File: src/crlc_pkg.sv
package crlc_pkg;

	// Field widths of one input item and one result item.
	localparam int CMD_W    = 3;
	localparam int SIZE_W   = 32;
	localparam int ID_W     = 32;
	localparam int START_W  = 16;
	localparam int STATUS_W = 2;

	// Bits of the step counter of the serial remainder unit.
	localparam int STEP_W = $clog2(START_W);

	// Most records that one list command reports.
	localparam int MAX_OUT = 16;

	typedef logic [CMD_W-1:0]    cmd_t;
	typedef logic [STATUS_W-1:0] status_t;

	localparam cmd_t CMD_APPEND = 3'd0;
	localparam cmd_t CMD_NEXT   = 3'd1;
	localparam cmd_t CMD_PREV   = 3'd2;
	localparam cmd_t CMD_SHOW   = 3'd3;
	localparam cmd_t CMD_DELMAX = 3'd4;
	localparam cmd_t CMD_LIST   = 3'd5;

	localparam status_t ST_OK       = 2'd0;
	localparam status_t ST_EMPTY    = 2'd1;
	localparam status_t ST_FULL     = 2'd2;
	localparam status_t ST_NOCURSOR = 2'd3;

	// One result item waiting to go to the output register.
	typedef struct packed {
		logic [SIZE_W-1:0] size;
		logic [ID_W-1:0]   id;
		status_t           status;
		logic              last;
	} res_t;

endpackage

File: src/circular_record_list_cursor_top.sv
// Circular record list with a cursor.
// Commands arrive on the slave stream: tuser carries the command code, tdata the record
// size, record id and 1-based start position. Results leave on the master stream: tdata
// carries size and id, tuser the status, and tlast marks the final result of a command.
// One command is worked on at a time; the slave side is ready only while the sequencer
// is idle. A finished result sits in the output register, so the next command can be
// taken while the receiver has not yet taken the last result of the previous one.
// From command transfer to result in the output register: append writes the record;
// show reads the record under the cursor; next or previous steps the cursor, then reads
// the record, placing the cursor first when there is none (for a start above one, by the
// serial divider, one remainder bit per cycle). Delete-largest scans the record RAM,
// reading it once per cycle, then moves each record behind the largest down by a read
// and a write. List emits records one at a time. Commands 6 and 7 give no result.
// All sequencing shares the single record RAM port pair.
// When the receiver stalls, the sequencer holds in its emit state until the output
// register frees up; nothing is lost or repeated.
// Reset empties the list and clears the cursor. The RAM is not cleared; only records
// that have been written are ever read.
module circular_record_list_cursor_top #(
	parameter int DEPTH = 16
) (
	input  logic        clk,
	input  logic        arst_n,
	input  logic        s_axis_tvalid,
	output logic        s_axis_tready,
	// tdata: record_size [31:0], record_id [63:32], start_position [79:64]
	input  logic [79:0] s_axis_tdata,
	// tuser: command [2:0]
	input  logic [2:0]  s_axis_tuser,
	output logic        m_axis_tvalid,
	input  logic        m_axis_tready,
	// tdata: out_size [31:0], out_id [63:32]
	output logic [63:0] m_axis_tdata,
	// tuser: status [1:0]
	output logic [1:0]  m_axis_tuser,
	output logic        m_axis_tlast
);

	localparam int CW = $clog2(DEPTH + 1);
	localparam int IW = $clog2(DEPTH);
	localparam int RW = crlc_pkg::SIZE_W + crlc_pkg::ID_W;
	localparam logic [CW-1:0] DEPTH_C = CW'(DEPTH);

	typedef enum logic [3:0] {
		IDLE, APPEND, DIVIDE, STEP, CUR_RD, CUR_DATA, SCAN, SCAN_DONE,
		SH_RD, SH_WR, LIST_RD, LIST_DATA, EMIT
	} state_t;

	state_t state_q;

	crlc_pkg::cmd_t                 cmd_q;
	logic [crlc_pkg::SIZE_W-1:0]    size_q;
	logic [crlc_pkg::ID_W-1:0]      id_q;
	logic [CW-1:0]                  count_q;
	logic [IW-1:0]                  cursor_q;
	logic                           cur_vld_q;
	logic [IW-1:0]                  idx_q;
	logic                           iss_done_q;
	logic                           rd_vld_s1;
	logic [IW-1:0]                  rd_idx_s1;
	logic [IW-1:0]                  best_q;
	logic [crlc_pkg::SIZE_W-1:0]    best_size_q;
	logic [crlc_pkg::ID_W-1:0]      best_id_q;
	logic [CW-1:0]                  rem_q;
	logic [crlc_pkg::START_W-1:0]   dvd_q;
	logic [crlc_pkg::STEP_W-1:0]    step_q;
	crlc_pkg::res_t                 res_q;

	// Record RAM ports.
	logic          ram_we;
	logic [IW-1:0] ram_waddr;
	logic [RW-1:0] ram_wdata;
	logic          ram_re;
	logic [IW-1:0] ram_raddr;
	logic [RW-1:0] ram_rdata;

	logic [crlc_pkg::SIZE_W-1:0] rd_size;
	logic [crlc_pkg::ID_W-1:0]   rd_id;

	logic [CW-1:0] cnt_m1;
	logic [CW-1:0] idx_p1;
	logic [CW-1:0] list_n;
	logic          out_free;
	logic          in_xfer;

	// Serial remainder unit: one dividend bit per cycle.
	logic [CW:0]   div_t;
	logic [CW:0]   div_d;
	logic [CW-1:0] rem_next;

	crlc_pkg::cmd_t               in_cmd;
	logic [crlc_pkg::START_W-1:0] in_start;

	assign in_cmd   = s_axis_tuser;
	assign in_start = s_axis_tdata[79:64];

	assign rd_size = ram_rdata[crlc_pkg::SIZE_W-1:0];
	assign rd_id   = ram_rdata[RW-1:crlc_pkg::SIZE_W];

	assign cnt_m1   = count_q - CW'(1);
	assign idx_p1   = CW'(idx_q) + CW'(1);
	assign list_n   = (32'(count_q) > crlc_pkg::MAX_OUT) ? CW'(crlc_pkg::MAX_OUT) : count_q;
	assign out_free = !m_axis_tvalid || m_axis_tready;
	assign in_xfer  = s_axis_tvalid && s_axis_tready;

	assign s_axis_tready = (state_q == IDLE);

	assign div_t    = {rem_q, dvd_q[crlc_pkg::START_W-1]};
	assign div_d    = div_t - {1'b0, count_q};
	assign rem_next = (div_t >= {1'b0, count_q}) ? div_d[CW-1:0] : div_t[CW-1:0];

	always_comb begin
		ram_we    = 1'b0;
		ram_waddr = idx_q;
		ram_wdata = ram_rdata;
		ram_re    = 1'b0;
		ram_raddr = idx_q;
		case (state_q)
			APPEND: begin
				ram_we    = 1'b1;
				ram_waddr = count_q[IW-1:0];
				ram_wdata = {id_q, size_q};
			end
			CUR_RD: begin
				ram_re    = 1'b1;
				ram_raddr = cursor_q;
			end
			SCAN: begin
				ram_re = !iss_done_q;
			end
			SH_RD: begin
				// Read the record behind the gap; it moves down next cycle.
				ram_re    = (idx_p1 < count_q);
				ram_raddr = idx_p1[IW-1:0];
			end
			SH_WR: begin
				ram_we = 1'b1;
			end
			LIST_RD: begin
				ram_re = 1'b1;
			end
			default: begin
			end
		endcase
	end

	crlc_ram #(
		.WIDTH(RW),
		.DEPTH(DEPTH)
	) u_ram (
		.clk  (clk),
		.we   (ram_we),
		.waddr(ram_waddr),
		.wdata(ram_wdata),
		.re   (ram_re),
		.raddr(ram_raddr),
		.rdata(ram_rdata)
	);

	always_ff @(posedge clk or negedge arst_n) begin
		if (!arst_n) begin
			state_q       <= IDLE;
			count_q       <= '0;
			cursor_q      <= '0;
			cur_vld_q     <= 1'b0;
			idx_q         <= '0;
			iss_done_q    <= 1'b0;
			rd_vld_s1     <= 1'b0;
			step_q        <= '0;
			m_axis_tvalid <= 1'b0;
		end else begin
			// The output register is loaded from the emit state once it is free,
			// and emptied when the receiver takes its transfer.
			if (state_q == EMIT && out_free) begin
				m_axis_tvalid <= 1'b1;
			end else if (m_axis_tready) begin
				m_axis_tvalid <= 1'b0;
			end

			case (state_q)
				IDLE: begin
					if (in_xfer) begin
						cmd_q  <= in_cmd;
						size_q <= s_axis_tdata[31:0];
						id_q   <= s_axis_tdata[63:32];
						case (in_cmd) inside
							crlc_pkg::CMD_APPEND: begin
								if (count_q == DEPTH_C) begin
									res_q   <= '{size: '0, id: '0, status: crlc_pkg::ST_FULL,
										last: 1'b1};
									state_q <= EMIT;
								end else begin
									state_q <= APPEND;
								end
							end
							crlc_pkg::CMD_NEXT, crlc_pkg::CMD_PREV, crlc_pkg::CMD_SHOW,
							crlc_pkg::CMD_DELMAX, crlc_pkg::CMD_LIST: begin
								if (count_q == '0) begin
									res_q   <= '{size: '0, id: '0, status: crlc_pkg::ST_EMPTY,
										last: 1'b1};
									state_q <= EMIT;
								end else if (in_cmd == crlc_pkg::CMD_SHOW) begin
									if (cur_vld_q) begin
										state_q <= CUR_RD;
									end else begin
										res_q   <= '{size: '0, id: '0,
											status: crlc_pkg::ST_NOCURSOR, last: 1'b1};
										state_q <= EMIT;
									end
								end else if (in_cmd == crlc_pkg::CMD_DELMAX) begin
									idx_q      <= '0;
									iss_done_q <= 1'b0;
									rd_vld_s1  <= 1'b0;
									state_q    <= SCAN;
								end else if (in_cmd == crlc_pkg::CMD_LIST) begin
									idx_q   <= '0;
									state_q <= LIST_RD;
								end else if (cur_vld_q) begin
									state_q <= STEP;
								end else if (in_start <= crlc_pkg::START_W'(1)) begin
									cursor_q  <= '0;
									cur_vld_q <= 1'b1;
									state_q   <= STEP;
								end else begin
									// Place the cursor at (start - 1) mod count first.
									rem_q   <= '0;
									dvd_q   <= in_start - crlc_pkg::START_W'(1);
									step_q  <= '0;
									state_q <= DIVIDE;
								end
							end
							default: begin
							end
						endcase
					end
				end

				APPEND: begin
					count_q <= count_q + CW'(1);
					res_q   <= '{size: size_q, id: id_q, status: crlc_pkg::ST_OK,
						last: 1'b1};
					state_q <= EMIT;
				end

				DIVIDE: begin
					rem_q  <= rem_next;
					dvd_q  <= {dvd_q[crlc_pkg::START_W-2:0], 1'b0};
					step_q <= step_q + crlc_pkg::STEP_W'(1);
					if (step_q == crlc_pkg::STEP_W'(crlc_pkg::START_W - 1)) begin
						cursor_q  <= rem_next[IW-1:0];
						cur_vld_q <= 1'b1;
						state_q   <= STEP;
					end
				end

				STEP: begin
					if (cmd_q == crlc_pkg::CMD_NEXT) begin
						cursor_q <= (CW'(cursor_q) == cnt_m1) ? '0 : cursor_q + IW'(1);
					end else begin
						cursor_q <= (cursor_q == '0) ? cnt_m1[IW-1:0] : cursor_q - IW'(1);
					end
					state_q <= CUR_RD;
				end

				CUR_RD: begin
					state_q <= CUR_DATA;
				end

				CUR_DATA: begin
					res_q   <= '{size: rd_size, id: rd_id, status: crlc_pkg::ST_OK,
						last: 1'b1};
					state_q <= EMIT;
				end

				SCAN: begin
					// Each read is issued in the cycle before its compare.
					if (!iss_done_q) begin
						rd_vld_s1 <= 1'b1;
						rd_idx_s1 <= idx_q;
						if (CW'(idx_q) == cnt_m1) begin
							iss_done_q <= 1'b1;
						end else begin
							idx_q <= idx_q + IW'(1);
						end
					end else begin
						rd_vld_s1 <= 1'b0;
					end
					if (rd_vld_s1) begin
						// Strictly greater keeps the first of equal sizes.
						if (rd_idx_s1 == '0 || rd_size > best_size_q) begin
							best_q      <= rd_idx_s1;
							best_size_q <= rd_size;
							best_id_q   <= rd_id;
						end
						if (CW'(rd_idx_s1) == cnt_m1) begin
							state_q <= SCAN_DONE;
						end
					end
				end

				SCAN_DONE: begin
					rd_vld_s1 <= 1'b0;
					res_q     <= '{size: best_size_q, id: best_id_q, status: crlc_pkg::ST_OK,
						last: 1'b1};
					idx_q     <= best_q;
					state_q   <= SH_RD;
				end

				SH_RD: begin
					if (idx_p1 < count_q) begin
						state_q <= SH_WR;
					end else begin
						count_q <= cnt_m1;
						if (cur_vld_q) begin
							if (cursor_q == best_q) begin
								cur_vld_q <= 1'b0;
								cursor_q  <= '0;
							end else if (cursor_q > best_q) begin
								cursor_q <= cursor_q - IW'(1);
							end
						end
						state_q <= EMIT;
					end
				end

				SH_WR: begin
					idx_q   <= idx_p1[IW-1:0];
					state_q <= SH_RD;
				end

				LIST_RD: begin
					state_q <= LIST_DATA;
				end

				LIST_DATA: begin
					res_q   <= '{size: rd_size, id: rd_id, status: crlc_pkg::ST_OK,
						last: (idx_p1 == list_n)};
					state_q <= EMIT;
				end

				EMIT: begin
					if (out_free) begin
						m_axis_tdata  <= {res_q.id, res_q.size};
						m_axis_tuser  <= res_q.status;
						m_axis_tlast  <= res_q.last;
						// Only a list run produces results that are not the last.
						if (res_q.last) begin
							state_q <= IDLE;
						end else begin
							idx_q   <= idx_p1[IW-1:0];
							state_q <= LIST_RD;
						end
					end
				end

				default: begin
					state_q <= IDLE;
				end
			endcase
		end
	end

endmodule

File: src/crlc_ram.sv
module crlc_ram #(
	parameter int WIDTH = 64,
	parameter int DEPTH = 16
) (
	input  logic                     clk,
	input  logic                     we,
	input  logic [$clog2(DEPTH)-1:0] waddr,
	input  logic [WIDTH-1:0]         wdata,
	input  logic                     re,
	input  logic [$clog2(DEPTH)-1:0] raddr,
	output logic [WIDTH-1:0]         rdata
);

	logic [WIDTH-1:0] mem [DEPTH];

	always_ff @(posedge clk) begin
		if (we) begin
			mem[waddr] <= wdata;
		end
		if (re) begin
			rdata <= mem[raddr];
		end
	end

endmodule

File: config.mk
export PLATFORM = sky130hd
export DESIGN_NAME = circular_record_list_cursor_top
export DESIGN_NICKNAME = d
export VERILOG_FILES = /design/src/crlc_pkg.sv /design/src/circular_record_list_cursor_top.sv /design/src/crlc_ram.sv
export SDC_FILE = /design/constraint.sdc
export NUM_CORES = 2
export LEC_CHECK = 0
export CORE_UTILIZATION = 25
export CTS_CLUSTER_SIZE = 16
export DETAILED_ROUTE_END_ITERATION = 6
export DONT_BUFFER_PORTS = 1
export PLACE_DENSITY = 0.5
export SYNTH_ARGS = -nofsm -noshare
export SYNTH_HDL_FRONTEND = slang
export SYNTH_HIERARCHICAL = 1
export SYNTH_SLANG_ARGS = --single-unit
export TNS_END_PERCENT = 10
File: constraint.sdc
create_clock -name clk -period 7.1 [get_ports clk]
set_input_delay 0.71 -clock clk [delete_from_list [all_inputs] [get_ports clk]]
set_output_delay 0.71 -clock clk [all_outputs]
set_load 0.01 [all_outputs]
==> results by group <==
Synth
  • Sequential area share after synthesis: 76.2%
  • Post-synth EDFFs: 1382
  • Async S/R FF share, synth: 1.78%
  • Syn Inst Count: 2895
  • Commonest cells in the netlist: 1382 x edfxtp_1, 308 x nand2_1, 256 x mux4_2
  • Synth Register Bits: 1407
  • Syn. warnings: 6
  • Top cell type's share of synthesized area: 75.1%
  • Netlist cell types: 78
  • Leading register cell type out of synthesis: edfxtp_1
  • Mean Syn Cell Area: 19.1 µm²
  • Largest cells by area after synthesis: edfxtp_1 75%, mux4_2 10%, nand2_1 2.1%, a22oi_1 1.8%, ha_1 1.2%
  • Count leader, synth: edfxtp_1
  • Post-Syn Area: 0.0553 mm²
  • Area leader, netlist: edfxtp_1
  • Mapped Nets: 3037

STA
  • F_max: 0.193 GHz
  • Final setup viols: 0
  • Fin. max-slew vios: 0
  • Rel. slew slack: 14.0%
  • Tcrit/Tclk final: 73.0%
  • Crit path time final: 5190 ps
  • Post-route setup slack: 1910 ps
  • Setup tns final: 0 ps
  • Unrepaired setup endpoints after global routing: no
  • Final hold viol count: 0
  • Worst-margin pin slew: 1290 ps
  • Skew final: 22.6 ps
  • Hold WS: 124 ps

Final layout
  • Design area: 0.0645 mm²
  • P&R area growth vs syn: 16.7%
  • Utilization after layout: 29.4%
  • Post-route insts no fill: 6108
  • Layout cells sized above 1: 18.8%
  • Nets: 3173

CTS
  • # clock sinks: 1407
  • TritonCTS Buffers: 150
  • Post-CTS Resized: 0
  • TritonCTS clock tree: done
  • H-tree depth: 4
  • CTS max path bufs: 3
  • Clock-pin slew on the worst setup and hold paths: 60 ps
  • Root Buffer: clkbuf_16
  • Worst skew pair latency: 780 ps

Pwr
  • Power Density: 463 mW/mm²
  • Peak VDD IR: 0.000359 V
  • Lkg Pwr: 20.7 nW
  • Sequential Power Share: 40.6%
  • Comb pwr share: 33.7%
  • Net Sw Frac: 33.9%
  • PnR Total Power: 29.8 mW
  • Internal power: 19.7 mW
  • Switching pwr: 10.1 mW
  • Clock share of power: 25.7%

Flow run
  • Max-cap violations: 0

Setup path
  • Arrival @ worst endpoint: 5610 ps
  • Critical path launch point: state_q[3]$_DFFE_PN0P_
  • Crit path largest cell delay: 960 ps
  • R2r startpoint: state_q[3]$_DFFE_PN0P_
  • Max Fanout on Critical Path: 55
  • CP required: 7520 ps
  • CP max-delay cell: dfrtp_1
  • Setup crit end kind: flop
  • Most common cell on crit path: nand2_1
  • R2R Path End: u_ram/mem[7][41]$_DFFE_PP_
  • Reg2Reg Depth: 8
  • Critical Path Start Type: flop
  • Worst path cell trace: nor2_1, nand2_4, buf_4, nand2_1, o21ai_0, nand2_1, nor2_4, buf_12
  • CP Class: flop to flop
  • Reg2reg setup slack: 1910 ps

Floorplanning
  • Initial cell density of the core: 25.1%
  • Placeable core area: 0.220 mm²
  • Full die area: 0.223 mm²
  • Die X: 472 µm
  • Row count: 172
  • # IOs: 156
  • Die extent in y: 472 µm

GRT
  • GR Util All Layers: 12.5%
  • Largest net degree at the start of global routing: 104
  • Gr ovfl total: 0
  • First-pass GRT wire length: 205000 µm
  • Initial antenna violation count: 4
  • Vias in the first global route: 28373

Drt
  • Via/cell ratio: 4.55
  • WL/cell: 23.1 µm
  • DRT iter0 DRCs: 2674
  • Post-detailed-route count of antenna-violating nets: 0
  • DRC: 3
  • DR vias: 27821
  • DR pass1 iterations: 7
  • Final wirelength: 141000 µm

Hold path
  • Worst Hold Endpoint: dvd_q[0]$_SDFFCE_PP0P_
  • WHS Path Cells: 1
  • Hold Path Class: input pin to flop
  • Min-delay src: s_axis_tdata[64]

Placement
  • Placed inst area: 0.0590 mm²
  • Post-DP HPWL: 82600 µm
  • Placed insts: 5768
  • Pre-CTS setup slack: 1960 ps
  • # port buffers: 0
  • Placer Congestion: 0.784

Outcome
  • Outcome: finished with violations
  • Failing checks: design-rule violations
## placed cells by master (no fill, tap or decap), types with 54 or more instances in the layout
master / count
mux4_2: 256
dlygate4sd3_1: 68
nand2_1: 307
a222oi_1: 64
o21ai_0: 57
ha_1: 54
clkbuf_16: 151
edfxtp_1: 1382
a22oi_1: 132
inv_1: 120
## how the worst max path moves through the flow
stage / end / slack, ps
2_1_floorplan: u_ram/mem[0][0]$_DFFE_PP_ / 290
3_3_place_gp: u_ram/mem[11][44]$_DFFE_PP_ / 2040
3_5_place_dp: u_ram/mem[7][48]$_DFFE_PP_ / 1960
4_1_cts: u_ram/mem[7][37]$_DFFE_PP_ / 1960
5_1_grt: u_ram/mem[2][40]$_DFFE_PP_ / 1660
6_report: u_ram/mem[7][41]$_DFFE_PP_ / 1910
## critical path: cells and delay by family, from the launching register on
| kind | cells | cell delay (ps) |
|---|---|---|
| DFF | 1 | 960 |
| AOI/OAI and AO/OA | 1 | 420 |
| and+or+nand+nor | 5 | 2180 |
| buffers and inverters | 2 | 1140 |
## metal layers
metal	global-route usage (%)	up-vias	part of all wire, %
li1	-	11988	-
met1	18.2	14772	47
met2	18.9	901	45
met3	2.69	160	6.5
met4	2.95	0	1.7
met5	0	-	0
## repair_timing
action | CTS | global route
endpoints found under the setup margin | 0 | 0
endpoints found under the hold margin | 92 | 0
setup buffers | 0 | 0
hold buffers | 69 | 0
## sequential cells by signal (all words and copies together) (netlist names), 16 cells and up
register and flops:
res_q 67, best_id_q 32, id_q 32, best_size_q 32, size_q 32, u_ram/rdata 64, u_ram/mem 1024, dvd_q 16
m_axis_tdata 64
## cell type report
cell class | instances | area (µm²)
timing repair buffer | 135 | 1360
fill | 21479 | 155000
inverter | 122 | 458
tap | 2958 | 3700
multi-input combinational | 1215 | 12100
clock inverter | 90 | 883
clock buffer | 180 | 3890
sequential | 1407 | 42100
antenna | 1 | 2.50
## kinds of logic (layout without fill, tap and decap cells)
| kind of cell | Yosys count | count (layout) | share of synthesized area, % |
|---|---|---|---|
| muxes | 271 | 271 | 10.7 |
| adders and majority gates | 55 | 55 | 1.26 |
| other | 0 | 1 | 0 |
| buffers and inverters | 273 | 527 | 2.28 |
| AOI/OAI and AO/OA | 355 | 355 | 4.79 |
| DFF | 1407 | 1407 | 76.2 |
| and+or+nand+nor | 486 | 486 | 3.91 |
| xor gates and xnor gates | 48 | 48 | 0.786 |
## power by group through the flow
stage | Clock (mW) | Sequential [mW] | Combinational [mW]
2_1_floorplan | 0 | 12.0 | 7.10
3_3_place_gp | 0 | 12.3 | 10.1
4_1_cts | 7.91 | 12.1 | 10.3
3_5_place_dp | 0 | 12.3 | 10.2
5_1_grt | 8.21 | 12.2 | 10.9
6_report | 7.67 | 12.1 | 10.0
Note: power is estimated with default switching activity, not from simulation.
